$ cat src/hdl/lhdt_pkg.sv
package lhdt_pkg;

   localparam int DEF_TABLE_DEPTH = 128;

   localparam int IP_W     = 32;
   localparam int MAC_W    = 48;
   localparam int ETYPE_W  = 16;
   localparam int TTL_W    = 8;
   localparam int CLASS_W  = 2;
   localparam int CSR_IDX_W  = 2;
   localparam int CSR_DATA_W = 8;

   localparam logic [ETYPE_W-1:0] ETH_TYPE_IPV4 = 16'h0800;

   localparam logic [7:0] PRIV_A_OCTET  = 8'd10;
   localparam logic [7:0] PRIV_B_OCTET  = 8'd172;
   localparam logic [7:0] PRIV_B_LOW    = 8'd16;
   localparam logic [7:0] PRIV_B_HIGH   = 8'd31;
   localparam logic [7:0] PRIV_C_OCTET1 = 8'd192;
   localparam logic [7:0] PRIV_C_OCTET2 = 8'd168;

   localparam logic [MAC_W-1:0] MAC_ZERO  = 48'h0000_0000_0000;
   localparam logic [MAC_W-1:0] MAC_BCAST = 48'hffff_ffff_ffff;

   localparam logic [TTL_W-1:0] DEF_UNIX_TTL_LIMIT    = 8'd64;
   localparam logic [TTL_W-1:0] DEF_WINDOWS_TTL_LIMIT = 8'd128;

   localparam logic [CSR_IDX_W-1:0] CSR_UNIX_TTL_LIMIT    = 2'd0;
   localparam logic [CSR_IDX_W-1:0] CSR_WINDOWS_TTL_LIMIT = 2'd1;

   localparam logic [CLASS_W-1:0] OS_UNIX    = 2'd0;
   localparam logic [CLASS_W-1:0] OS_WINDOWS = 2'd1;
   localparam logic [CLASS_W-1:0] OS_ROUTER  = 2'd2;

   typedef enum logic [2:0] {
      ST_IDLE,
      ST_SRC_CHK,
      ST_SRC_SCAN,
      ST_DST_CHK,
      ST_DST_SCAN,
      ST_FINISH,
      ST_EMIT_SRC,
      ST_EMIT_DST
   } lhdt_state_type;

   typedef struct packed {
      logic capture;
      logic scan_start;
      logic scan_step;
      logic insert;
      logic sel;
   } lhdt_cmd_type;

   typedef struct packed {
      logic src_cand;
      logic dst_cand;
      logic scan_done;
      logic scan_match;
      logic src_new;
      logic dst_new;
   } lhdt_status_type;

   function automatic logic is_private(input logic [IP_W-1:0] ip);
      logic [7:0] a;
      logic [7:0] b;
      a = ip[31:24];
      b = ip[23:16];
      return (a == PRIV_A_OCTET) ||
             ((a == PRIV_B_OCTET) && (b >= PRIV_B_LOW) && (b <= PRIV_B_HIGH)) ||
             ((a == PRIV_C_OCTET1) && (b == PRIV_C_OCTET2));
   endfunction

   function automatic logic mac_ok(input logic [MAC_W-1:0] mac);
      return (mac != MAC_ZERO) && (mac != MAC_BCAST);
   endfunction

   function automatic logic [CLASS_W-1:0] classify(input logic [TTL_W-1:0] ttl,
                                                   input logic [TTL_W-1:0] unix_limit,
                                                   input logic [TTL_W-1:0] win_limit);
      logic [CLASS_W-1:0] cls;
      if (ttl <= unix_limit) begin
         cls = OS_UNIX;
      end else if (ttl <= win_limit) begin
         cls = OS_WINDOWS;
      end else begin
         cls = OS_ROUTER;
      end
      return cls;
   endfunction

endpackage

$ cat src/hdl/lan_host_discovery_table.sv
// Learns private IPv4 hosts from parsed Ethernet frame headers.
// The request channel (req_valid/req_stall) carries one header per beat.
// For IPv4 frames the source, then the destination, address is checked
// against a table of seen addresses; a new private address with a usable
// MAC is stored and reported on the response channel (rsp_valid/rsp_stall)
// with an OS class from the TTL. A frame gives zero, one or two beats, and
// rsp_last marks the final beat of a frame.
// The table is searched one entry per cycle through the registered read
// port of a RAM. A search covers only the stored addresses and is skipped
// for an address that needs none; a search ends early on a hit.
// One header is handled at a time; req_stall stays high from acceptance
// until the last response beat is taken.
// When the receiver stalls, the response beat holds and the block waits.
// Reset empties the table and restores the TTL limits to 64 and 128; no
// clearing pass is needed. TTL limits are written on the always-ready csr
// channel; do so only while no header is in progress: it is not checked.
module lan_host_discovery_table #(
   parameter int TABLE_DEPTH = lhdt_pkg::DEF_TABLE_DEPTH
) (
   input  logic                            clock,
   input  logic                            reset,
   input  logic                            req_valid,
   output logic                            req_stall,
   input  logic [lhdt_pkg::ETYPE_W-1:0]    req_ether_type,
   input  logic [lhdt_pkg::IP_W-1:0]       req_source_ip,
   input  logic [lhdt_pkg::IP_W-1:0]       req_dest_ip,
   input  logic [lhdt_pkg::MAC_W-1:0]      req_source_mac,
   input  logic [lhdt_pkg::MAC_W-1:0]      req_dest_mac,
   input  logic [lhdt_pkg::TTL_W-1:0]      req_hop_limit,
   output logic                            rsp_valid,
   input  logic                            rsp_stall,
   output logic [lhdt_pkg::IP_W-1:0]       rsp_host_ip,
   output logic [lhdt_pkg::MAC_W-1:0]      rsp_host_mac,
   output logic [lhdt_pkg::CLASS_W-1:0]    rsp_os_class,
   output logic                            rsp_last,
   input  logic                            csr_valid,
   output logic                            csr_ready,
   input  logic [lhdt_pkg::CSR_IDX_W-1:0]  csr_index,
   input  logic [lhdt_pkg::CSR_DATA_W-1:0] csr_data
);

   import lhdt_pkg::*;

   lhdt_cmd_type    cmd;
   lhdt_status_type status;

   assign csr_ready = 1'b1;

   lhdt_controller u_controller (
      .clock    (clock),
      .reset    (reset),
      .req_valid(req_valid),
      .req_stall(req_stall),
      .rsp_valid(rsp_valid),
      .rsp_stall(rsp_stall),
      .status   (status),
      .cmd      (cmd)
   );

   lhdt_datapath #(
      .TABLE_DEPTH(TABLE_DEPTH)
   ) u_datapath (
      .clock         (clock),
      .reset         (reset),
      .csr_write     (csr_valid && csr_ready),
      .csr_index     (csr_index),
      .csr_data      (csr_data),
      .req_ether_type(req_ether_type),
      .req_source_ip (req_source_ip),
      .req_dest_ip   (req_dest_ip),
      .req_source_mac(req_source_mac),
      .req_dest_mac  (req_dest_mac),
      .req_hop_limit (req_hop_limit),
      .cmd           (cmd),
      .status        (status),
      .rsp_host_ip   (rsp_host_ip),
      .rsp_host_mac  (rsp_host_mac),
      .rsp_os_class  (rsp_os_class),
      .rsp_last      (rsp_last)
   );

endmodule

$ cat src/hdl/lhdt_ram.sv
module lhdt_ram #(
   parameter int WIDTH  = 32,
   parameter int DEPTH  = 128,
   parameter int ADDR_W = (DEPTH > 1) ? $clog2(DEPTH) : 1
) (
   input  logic              clock,
   input  logic              wr_en,
   input  logic [ADDR_W-1:0] wr_addr,
   input  logic [WIDTH-1:0]  wr_data,
   input  logic              rd_en,
   input  logic [ADDR_W-1:0] rd_addr,
   output logic [WIDTH-1:0]  rd_data_ff
);

   logic [WIDTH-1:0] mem_ff [DEPTH];

   always_ff @(posedge clock) begin
      if (wr_en) begin
         mem_ff[wr_addr] <= wr_data;
      end
      if (rd_en) begin
         rd_data_ff <= mem_ff[rd_addr];
      end
   end

endmodule

$ cat src/hdl/lhdt_controller.sv
module lhdt_controller (
   input  logic                      clock,
   input  logic                      reset,
   input  logic                      req_valid,
   output logic                      req_stall,
   output logic                      rsp_valid,
   input  logic                      rsp_stall,
   input  lhdt_pkg::lhdt_status_type status,
   output lhdt_pkg::lhdt_cmd_type    cmd
);

   import lhdt_pkg::*;

   lhdt_state_type state_ff;
   lhdt_state_type state_in;

   always_ff @(posedge clock) begin
      if (reset) begin
         state_ff <= ST_IDLE;
      end else begin
         state_ff <= state_in;
      end
   end

   always_comb begin
      state_in = state_ff;
      unique case (state_ff)
         ST_IDLE: begin
            if (req_valid) begin
               state_in = ST_SRC_CHK;
            end
         end
         ST_SRC_CHK: begin
            state_in = status.src_cand ? ST_SRC_SCAN : ST_DST_CHK;
         end
         ST_SRC_SCAN: begin
            if (status.scan_done) begin
               state_in = ST_DST_CHK;
            end
         end
         ST_DST_CHK: begin
            state_in = status.dst_cand ? ST_DST_SCAN : ST_FINISH;
         end
         ST_DST_SCAN: begin
            if (status.scan_done) begin
               state_in = ST_FINISH;
            end
         end
         ST_FINISH: begin
            priority if (status.src_new) begin
               state_in = ST_EMIT_SRC;
            end else if (status.dst_new) begin
               state_in = ST_EMIT_DST;
            end else begin
               state_in = ST_IDLE;
            end
         end
         ST_EMIT_SRC: begin
            if (!rsp_stall) begin
               state_in = status.dst_new ? ST_EMIT_DST : ST_IDLE;
            end
         end
         ST_EMIT_DST: begin
            if (!rsp_stall) begin
               state_in = ST_IDLE;
            end
         end
         default: begin
            state_in = ST_IDLE;
         end
      endcase
   end

   always_comb begin
      cmd       = '0;
      req_stall = 1'b1;
      rsp_valid = 1'b0;
      unique case (state_ff)
         ST_IDLE: begin
            req_stall   = 1'b0;
            cmd.capture = req_valid;
         end
         ST_SRC_CHK: begin
            cmd.scan_start = status.src_cand;
         end
         ST_SRC_SCAN: begin
            cmd.scan_step = 1'b1;
            cmd.insert    = status.scan_done && !status.scan_match;
         end
         ST_DST_CHK: begin
            cmd.sel        = 1'b1;
            cmd.scan_start = status.dst_cand;
         end
         ST_DST_SCAN: begin
            cmd.sel       = 1'b1;
            cmd.scan_step = 1'b1;
            cmd.insert    = status.scan_done && !status.scan_match;
         end
         ST_FINISH: begin
         end
         ST_EMIT_SRC: begin
            rsp_valid = 1'b1;
         end
         ST_EMIT_DST: begin
            cmd.sel   = 1'b1;
            rsp_valid = 1'b1;
         end
         default: begin
         end
      endcase
   end

endmodule

$ cat src/hdl/lhdt_datapath.sv
module lhdt_datapath #(
   parameter int TABLE_DEPTH = lhdt_pkg::DEF_TABLE_DEPTH
) (
   input  logic                                clock,
   input  logic                                reset,
   input  logic                                csr_write,
   input  logic [lhdt_pkg::CSR_IDX_W-1:0]      csr_index,
   input  logic [lhdt_pkg::CSR_DATA_W-1:0]     csr_data,
   input  logic [lhdt_pkg::ETYPE_W-1:0]        req_ether_type,
   input  logic [lhdt_pkg::IP_W-1:0]           req_source_ip,
   input  logic [lhdt_pkg::IP_W-1:0]           req_dest_ip,
   input  logic [lhdt_pkg::MAC_W-1:0]          req_source_mac,
   input  logic [lhdt_pkg::MAC_W-1:0]          req_dest_mac,
   input  logic [lhdt_pkg::TTL_W-1:0]          req_hop_limit,
   input  lhdt_pkg::lhdt_cmd_type              cmd,
   output lhdt_pkg::lhdt_status_type           status,
   output logic [lhdt_pkg::IP_W-1:0]           rsp_host_ip,
   output logic [lhdt_pkg::MAC_W-1:0]          rsp_host_mac,
   output logic [lhdt_pkg::CLASS_W-1:0]        rsp_os_class,
   output logic                                rsp_last
);

   import lhdt_pkg::*;

   localparam int CW = $clog2(TABLE_DEPTH + 1);
   localparam int AW = (TABLE_DEPTH > 1) ? $clog2(TABLE_DEPTH) : 1;

   logic [TTL_W-1:0] unix_limit_ff, unix_limit_in;
   logic [TTL_W-1:0] win_limit_ff, win_limit_in;
   logic             src_cand_ff, src_cand_in;
   logic             dst_cand_ff, dst_cand_in;
   logic             src_new_ff, src_new_in;
   logic             dst_new_ff, dst_new_in;
   logic [CW-1:0]    count_ff, count_in;
   logic [CW-1:0]    idx_ff, idx_in;
   logic             pend_ff, pend_in;

   logic [IP_W-1:0]  sip_ff, dip_ff;
   logic [MAC_W-1:0] smac_ff, dmac_ff;
   logic [TTL_W-1:0] ttl_ff;

   logic             is_ipv4;
   logic [IP_W-1:0]  key;
   logic             idx_live;
   logic             match;
   logic             full;
   logic             rd_en;
   logic [AW-1:0]    rd_addr;
   logic [AW-1:0]    wr_addr;
   logic [IP_W-1:0]  rd_data;

   lhdt_ram #(
      .WIDTH (IP_W),
      .DEPTH (TABLE_DEPTH),
      .ADDR_W(AW)
   ) u_seen_ram (
      .clock     (clock),
      .wr_en     (cmd.insert),
      .wr_addr   (wr_addr),
      .wr_data   (key),
      .rd_en     (rd_en),
      .rd_addr   (rd_addr),
      .rd_data_ff(rd_data)
   );

   assign is_ipv4  = (req_ether_type == ETH_TYPE_IPV4);
   assign key      = cmd.sel ? dip_ff : sip_ff;
   assign idx_live = (idx_ff < count_ff);
   assign match    = pend_ff && (rd_data == key);
   assign full     = (count_ff == CW'(TABLE_DEPTH));
   assign rd_en    = cmd.scan_step && idx_live;
   assign rd_addr  = idx_ff[AW-1:0];
   assign wr_addr  = full ? '0 : count_ff[AW-1:0];

   always_comb begin
      unix_limit_in = unix_limit_ff;
      win_limit_in  = win_limit_ff;
      if (csr_write) begin
         if (csr_index == CSR_UNIX_TTL_LIMIT) begin
            unix_limit_in = csr_data;
         end
         if (csr_index == CSR_WINDOWS_TTL_LIMIT) begin
            win_limit_in = csr_data;
         end
      end
   end

   always_comb begin
      src_cand_in = src_cand_ff;
      dst_cand_in = dst_cand_ff;
      src_new_in  = src_new_ff;
      dst_new_in  = dst_new_ff;
      if (cmd.capture) begin
         src_cand_in = is_ipv4 && is_private(req_source_ip) && mac_ok(req_source_mac);
         dst_cand_in = is_ipv4 && is_private(req_dest_ip) && mac_ok(req_dest_mac);
         src_new_in  = 1'b0;
         dst_new_in  = 1'b0;
      end
      if (cmd.insert) begin
         if (cmd.sel) begin
            dst_new_in = 1'b1;
         end else begin
            src_new_in = 1'b1;
         end
      end
   end

   always_comb begin
      idx_in   = idx_ff;
      pend_in  = pend_ff;
      count_in = count_ff;
      if (cmd.scan_start) begin
         idx_in  = '0;
         pend_in = 1'b0;
      end else if (cmd.scan_step) begin
         pend_in = idx_live;
         if (idx_live) begin
            idx_in = idx_ff + CW'(1);
         end
      end
      if (cmd.insert) begin
         count_in = full ? CW'(1) : count_ff + CW'(1);
      end
   end

   always_ff @(posedge clock) begin
      if (reset) begin
         unix_limit_ff <= DEF_UNIX_TTL_LIMIT;
         win_limit_ff  <= DEF_WINDOWS_TTL_LIMIT;
         src_cand_ff   <= 1'b0;
         dst_cand_ff   <= 1'b0;
         src_new_ff    <= 1'b0;
         dst_new_ff    <= 1'b0;
         count_ff      <= '0;
         idx_ff        <= '0;
         pend_ff       <= 1'b0;
      end else begin
         unix_limit_ff <= unix_limit_in;
         win_limit_ff  <= win_limit_in;
         src_cand_ff   <= src_cand_in;
         dst_cand_ff   <= dst_cand_in;
         src_new_ff    <= src_new_in;
         dst_new_ff    <= dst_new_in;
         count_ff      <= count_in;
         idx_ff        <= idx_in;
         pend_ff       <= pend_in;
      end
   end

   always_ff @(posedge clock) begin
      if (cmd.capture) begin
         sip_ff  <= req_source_ip;
         dip_ff  <= req_dest_ip;
         smac_ff <= req_source_mac;
         dmac_ff <= req_dest_mac;
         ttl_ff  <= req_hop_limit;
      end
   end

   always_comb begin
      status            = '0;
      status.src_cand   = src_cand_ff;
      status.dst_cand   = dst_cand_ff;
      status.scan_done  = match || (!idx_live && !pend_ff);
      status.scan_match = match;
      status.src_new    = src_new_ff;
      status.dst_new    = dst_new_ff;
   end

   assign rsp_host_ip  = cmd.sel ? dip_ff : sip_ff;
   assign rsp_host_mac = cmd.sel ? dmac_ff : smac_ff;
   assign rsp_os_class = classify(ttl_ff, unix_limit_ff, win_limit_ff);
   assign rsp_last     = cmd.sel || !dst_new_ff;

endmodule

$ cat config.mk
export PLATFORM = sky130hd
export DESIGN_NAME = lan_host_discovery_table
export DESIGN_NICKNAME = d
export VERILOG_FILES = /design/src/hdl/lhdt_pkg.sv /design/src/hdl/lan_host_discovery_table.sv /design/src/hdl/lhdt_ram.sv /design/src/hdl/lhdt_controller.sv /design/src/hdl/lhdt_datapath.sv
export SDC_FILE = /design/constraint.sdc
export NUM_CORES = 2
export LEC_CHECK = 0
export BUFFER_PORTS_ARGS = -buffer_cell sky130_fd_sc_hd__buf_2
export CAP_MARGIN = 20
export CORE_ASPECT_RATIO = 0.5
export CORE_MARGIN = 1
export CORE_UTILIZATION = 56
export DETAILED_ROUTE_END_ITERATION = 8
export GPL_ROUTABILITY_DRIVEN = 0
export PLACE_DENSITY = 0.82
export RECOVER_POWER = 100
export SYNTH_ARGS = -nofsm -noshare
export SYNTH_HDL_FRONTEND = slang
export SYNTH_SLANG_ARGS = --single-unit
$ cat constraint.sdc
create_clock -name clock -period 4.35 [get_ports clock]
set_input_delay 0.2175 -clock clock [delete_from_list [all_inputs] [get_ports clock]]
set_output_delay 0.2175 -clock clock [all_outputs]
set_load 0.05 [all_outputs]
==> results.txt, run 1 <==
----------------------------------------------------
[Die]
  Std-Cell Rows ... 141
  Effective utilization at floorplan ... 56.31%
  Die width ... 772.9 µm
  Io pins ... 285
  Die outline height ... 387.5 µm

[Placement]
  Port buffer count ... 283
  Placed cell count ... 11010
  Post-Place Setup Slack ... 0.1112 ns
  Post-detailed-placement half-perimeter wirelength ... 282300 µm

[CTS]
  Clock root buffer ... clkbuf_16
  Number of H-tree branching levels ... 5
  Clk sink count ... 4336
  Number of CTS-inserted buffers ... 368
  Number of buffers on the longest clock path ... 4

[Synth]
  Area leader, netlist ... edfxtp_1
  Synth Instances ... 6846
  Unique cell type count in the Yosys netlist ... 55
  Post-Syn Area ... 166400 µm²
  Sequential fraction of the synthesis area ... 78.00%
  Post-synthesis area per instance ... 24.31 µm²
  Number of enable flip-flop cells after synthesis ... 4296
  Number of warnings issued by yosys ... 0
  FF+latch count, synth ... 4336
  Leading post-synthesis cells by cell area ... edfxtp_1, mux4_2, mux2_2
  Synth async-reset ratio ... 0%
  Net count after synthesis ... 7071
  Main synth FF type ... edfxtp_1
  Area share of the largest cell type after synthesis ... 77.52%

[Timing]
  Worst Endpoint after GRT Repair ... rsp_host_ip[8]
  Worst-path endpoint category ... top-level output

[Global route]
  Maximum number of pins on one net before global-route repair ... 154
  Antenna violations before repair ... 201
  Global router's overall resource usage ... 53.39%
  Global-route congestion overflow total ... 41

[Outcome]
  Stop err ... [ERROR GRT-0232] Routing congestion too high. Check the congestion heatmap in the GUI.
  Failing step ... global routing (5_1_grt)
  Status ... stopped before the end

----------------------------------------------------
-- stage by stage --
step / hold WS, ns / cell area (µm²)
floorplan: 0.3164 / 166400
global placement: 0.3964 / 175600
detailed placement: 0.3956 / 175600
CTS: 0.002077 / 189400
-- per-layer routing --
metal | track usage, % | GRT overflow
met1 | 53.34 | 1
met2 | 67.49 | 19
met3 | 44.15 | 3
met4 | 43.58 | 17
met5 | 30.63 | 1
-- Yosys cell counts (9+ instances only) --
| cell | n |
|---|---|
| and2_1 | 24 |
| nor2_1 | 197 |
| a21oi_1 | 39 |
| and3_1 | 24 |
| nor4_1 | 43 |
| edfxtp_1 | 4296 |
| buf_2 | 94 |
| nand4_1 | 40 |
| mux2i_1 | 13 |
| nand4b_1 | 10 |
| a21o_1 | 15 |
| clkbuf_1 | 232 |
| o21ai_0 | 43 |
| buf_1 | 17 |
| mux2_2 | 80 |
| o22ai_1 | 9 |
| nand2_1 | 37 |
| dfxtp_1 | 40 |
| mux4_2 | 1342 |
| nand3_1 | 49 |
| ha_1 | 26 |
| inv_1 | 76 |
| nor3_1 | 20 |
-- timing repair --
| action | CTS |
|---|---|
| setup endpoints to repair | 770 |
| gates resized for setup | 18 |
| buffers inserted | 27 |
| cloned | 22 |
| pin swaps | 42 |
| endpoints found under the hold margin | 187 |
| hold buffers | 185 |
-- kinds of logic after synthesis --
logic type | synth area share, %
XOR/XNOR | 0.06316
multiplexers | 18.78
adder cells (fa/ha/maj) | 0.1955
other | 0.002254
AND/OR/NAND/NOR | 1.418
buffers and inverters | 1.020
AO/OA/AOI/OAI | 0.5143
flip-flops | 78.00
==> run 2, diff against run 1 <==
--- a/config.mk
+++ b/config.mk
@@ -7,12 +7,11 @@
 export LEC_CHECK = 0
 export BUFFER_PORTS_ARGS = -buffer_cell sky130_fd_sc_hd__buf_2
 export CAP_MARGIN = 20
-export CORE_ASPECT_RATIO = 0.5
 export CORE_MARGIN = 1
-export CORE_UTILIZATION = 56
+export CORE_UTILIZATION = 40
 export DETAILED_ROUTE_END_ITERATION = 8
 export GPL_ROUTABILITY_DRIVEN = 0
-export PLACE_DENSITY = 0.82
+export PLACE_DENSITY_LB_ADDON = 0.15
 export RECOVER_POWER = 100
 export SYNTH_ARGS = -nofsm -noshare
 export SYNTH_HDL_FRONTEND = slang
==> constraint.sdc (replaced) <==
create_clock -name clock -period 5.7 [get_ports clock]
set_input_delay 0.285 -clock clock [delete_from_list [all_inputs] [get_ports clock]]
set_output_delay 0.285 -clock clock [all_outputs]
set_load 0.05 [all_outputs]
==> run 2 against run 1 <==
The flow now finishes, with violations (capacitance limit, slew limit). Synthesized area stayed put. Synthesized cell count stayed put.
==> results.txt, run 2 <==
----------------------------------------------------
[Synth]
  Sequential fraction of the synthesis area ... 78.00%
  Synth async-reset ratio ... 0%
  Post-synthesis area per instance ... 24.31 µm²
  Area share of the largest cell type after synthesis ... 77.52%
  Share of synthesized area spent on multiplexers ... 18.78%
  FF+latch count, synth ... 4336
  Share of the synthesized area in compound gates (AO/OA/AOI/OAI) ... 0.5143%
  Area leader, netlist ... edfxtp_1
  Fraction of synthesized cell area in xor and xnor cells ... 0.06316%
  Number of warnings issued by yosys ... 0
  Post-Syn Area ... 166400 µm²
  Basic-gate share of the synthesized area counting and, or, nand and nor cells ... 1.418%
  Number of enable flip-flop cells after synthesis ... 4296
  Net count after synthesis ... 7071
  Dominant combinational cell family by area after synthesis ... multiplexers
  Main synth FF type ... edfxtp_1
  Leading post-synthesis cells by cell area ... edfxtp_1, mux4_2, mux2_2
  Adder and majority cell fraction of the synthesized area ... 0.1955%
  Cell with the most instances after synthesis ... edfxtp_1
  Synth Instances ... 6846
  Unique cell type count in the Yosys netlist ... 55
  Most frequent cells after synthesis ... edfxtp_1, mux4_2, clkbuf_1, nor2_1, buf_2

[Final layout]
  Ratio of cells with drive above 1 in the final layout ... 30.75%
  Register with the highest flop count ... u_datapath.u_seen_ram.mem_ff
  Final std cells w/o fill ... 13750
  Synthesis-to-layout area growth ... 16.28%
  Number of flip-flops under the largest register name ... 4096
  Final net count ... 8032
  Total of fill cells in the finished design ... 33810
  Most frequent cells in the layout ... edfxtp_1, mux4_2, clkbuf_16
  Top Registers ... u_datapath.u_seen_ram.mem_ff: 4096 flops, u_datapath.dmac_ff: 48 flops, u_datapath.smac_ff: 48 flops
  Most common cell after layout, fill and taps aside ... edfxtp_1

[CTS]
  Clk sink count ... 4336
  Number of CTS-inserted buffers ... 440
  CTS tree ... yes
  Buffer count from post-CTS setup fixing ... 0
  Worst-Skew Late Latency ... 1.01 ns
  Number of H-tree branching levels ... 5
  Number of buffers on the longest clock path ... 4
  Clock root buffer ... clkbuf_16
  Clock transition at the register clock pins on the worst setup and hold paths after CTS ... 0.06 ns

[Die]
  Io pins ... 285
  Std-Cell Rows ... 236
  Effective utilization at floorplan ... 40.22%
  Die outline height ... 647.0 µm
  Die Outline Area ... 418600 µm²
  Die width ... 647.0 µm
  Core region area ... 413700 µm²

[Critical path]
  Startpoint-to-endpoint class of the critical path ... reg -> reg
  Critical path origin ... u_datapath.count_ff[1]
  Kind of end point of the critical path ... register
  List of cells traversed by the critical path ... inv_1, ha_1, a21o_1, a21o_1, a21o_1, a21boi_0, nor4b_1, nand2_1, nor2_2, buf_4
  Peak per-stage delay on the critical path ... 1.41 ns
  Element type at the critical path start ... register
  Data arrival time at the worst-slack endpoint ... 5.89 ns
  Slowest CP cell ... nor2_2
  Worst R2R Start ... u_datapath.count_ff[1]
  Required time reported for the critical path endpoint ... 6.37 ns
  Cell with the most instances on the worst path ... a21o_1
  Maximum fanout count along the critical path ... 16

[Placement]
  Port buffer count ... 283
  Placed cell count ... 12560
  Post-detailed-placement half-perimeter wirelength ... 282900 µm
  Post-Place Setup Slack ... 0.9268 ns

[Drt]
  DRC violations left ... 0
  Via count ... 80670
  Via/cell ratio ... 5.867
  Total wirelength of the detailed-routed design ... 491600 µm
  First-iteration detailed-routing DRC count ... 10380
  Routed len/inst ... 35.76 µm
  Routed Antenna Nets ... 0
  DRT Pass-1 Iters ... 5

[Global route]
  Antenna violations before repair ... 106
  Global-route congestion overflow total ... 0
  Global router's overall resource usage ... 23.34%
  Maximum number of pins on one net before global-route repair ... 130
  Number of global-route vias before repair ... 82000
  First-pass GRT wire length ... 675000 µm

[Power and ir drop]
  Max rail drop VDD ... 0.2618 mV
  Power Total ... 76.41 mW
  PD cells ... 394.9 nW/µm²
  Lkg Pwr ... 57.68 nW

[Outcome]
  Status ... complete, but fails checks
  Violated checks ... capacitance limit, slew limit

[Timing]
  Worst Clk Skew ... 0.05187 ns
  Fin. max-slew vios ... 1688
  Summed negative setup slack over all endpoints ... 0 ns
  Least-Margin Pin Slew ... 2.183 ns
  Count of endpoints failing hold in the final timing report ... 0
  Fmax ... 0.1917 GHz
  RSZ-0062 raised after global routing ... no
  Crit path time final ... 5.216 ns
  Setup slack after layout ... 0.4844 ns
  Fin crit share ... 91.50%
  Final setup violation count ... 0
  Relative max-transition margin ... -45.51%

[Hold path]
  Start point of the worst min-delay path ... req_hop_limit[0]
  Worst Hold Class ... in -> reg

[Flow run]
  Count of maximum capacitance violations ... 45

----------------------------------------------------
## run 2: cell counts after synthesis
Identical to the previous run, type by type.
## run 2: final timing paths
| check | endpoint | slack [ns] | cells after the start |
|---|---|---|---|
| setup / recovery | u_datapath.u_seen_ram.mem_ff[82][26] | 0.48 | 10 |
| hold / removal | u_datapath.ttl_ff[0] | 0.08 | 2 |
| setup reg to reg | u_datapath.u_seen_ram.mem_ff[82][26] | 0.48 | 10 |
| hold reg to reg | u_datapath.win_limit_ff[4] | 0.50 | 2 |
## run 2: per-stage QoR
stage	util, %	instance area, µm²	hold slack (ns)
detailed placement	42.82	177200	0.4631
global placement	42.82	177200	0.4638
global route	46.76	193400	0.03198
finish	46.78	193500	0.08143
floorplan	-	166400	0.3839
CTS	46.97	194300	0.0001995
## run 2: final cells by class
type | count | area (µm²) | area share [%]
Inverter | 76 | 365.4 | 0.1888
Multi-Input combinational cell | 2090 | 35680 | 18.44
Clock inverter | 281 | 2840 | 1.468
Antenna cell | 91 | 227.7 | 0.1177
Timing Repair Buffer | 863 | 6190 | 3.199
Sequential cell | 4336 | 129800 | 67.09
Tap cell | 5474 | 6849 | 3.539
Clock buffer | 537 | 11530 | 5.958
## run 2: worst max-delay path: cells and delay by family, from the launching register on
kind / cells / cell delay [ns]
and+or+nand+nor: 3 / 2.82
AOI/OAI and AO/OA: 4 / 0.80
buffers and inverters: 2 / 0.55
DFF: 1 / 0.43
adders and majority gates: 1 / 0.29
## run 2: kinds of logic (layout without fill, tap and decap cells)
group                      count (synthesis)  count (layout)
muxes                                   1435            1435
adders and majority gates                 26              26
AOI/OAI and AO/OA                        142             142
buffers and inverters                    420            1757
other                                      1              92
DFF                                     4336            4336
xor gates and xnor gates                  12              12
and+or+nand+nor                          474             474
## run 2: power breakdown
part	switching (mW)	internal, mW	total [mW]
logic	6.82	2.09	8.91
registers	0.171	38.3	38.5
clock network	12.3	16.7	29.0
## run 2: timing repair
| item | 4_1_cts | 5_1_grt |
|---|---|---|
| endpoints found under the hold margin | 192 | 0 |
| gates resized for setup | 0 | 0 |
| endpoints found under the setup margin | 0 | 0 |
| hold buffers | 277 | 0 |
## run 2: per-layer routing
layer  global-route usage [%]  vias to the layer above  routed length [µm]
li1                         -                    31740                   -
met4                    7.460                       14               17410
met5                  0.06938                        -                  96
met3                    3.568                      694               33420
met1                    32.99                    44810              206000
met2                    37.42                     3404              234700
Note: power is estimated with default switching activity, not from simulation.
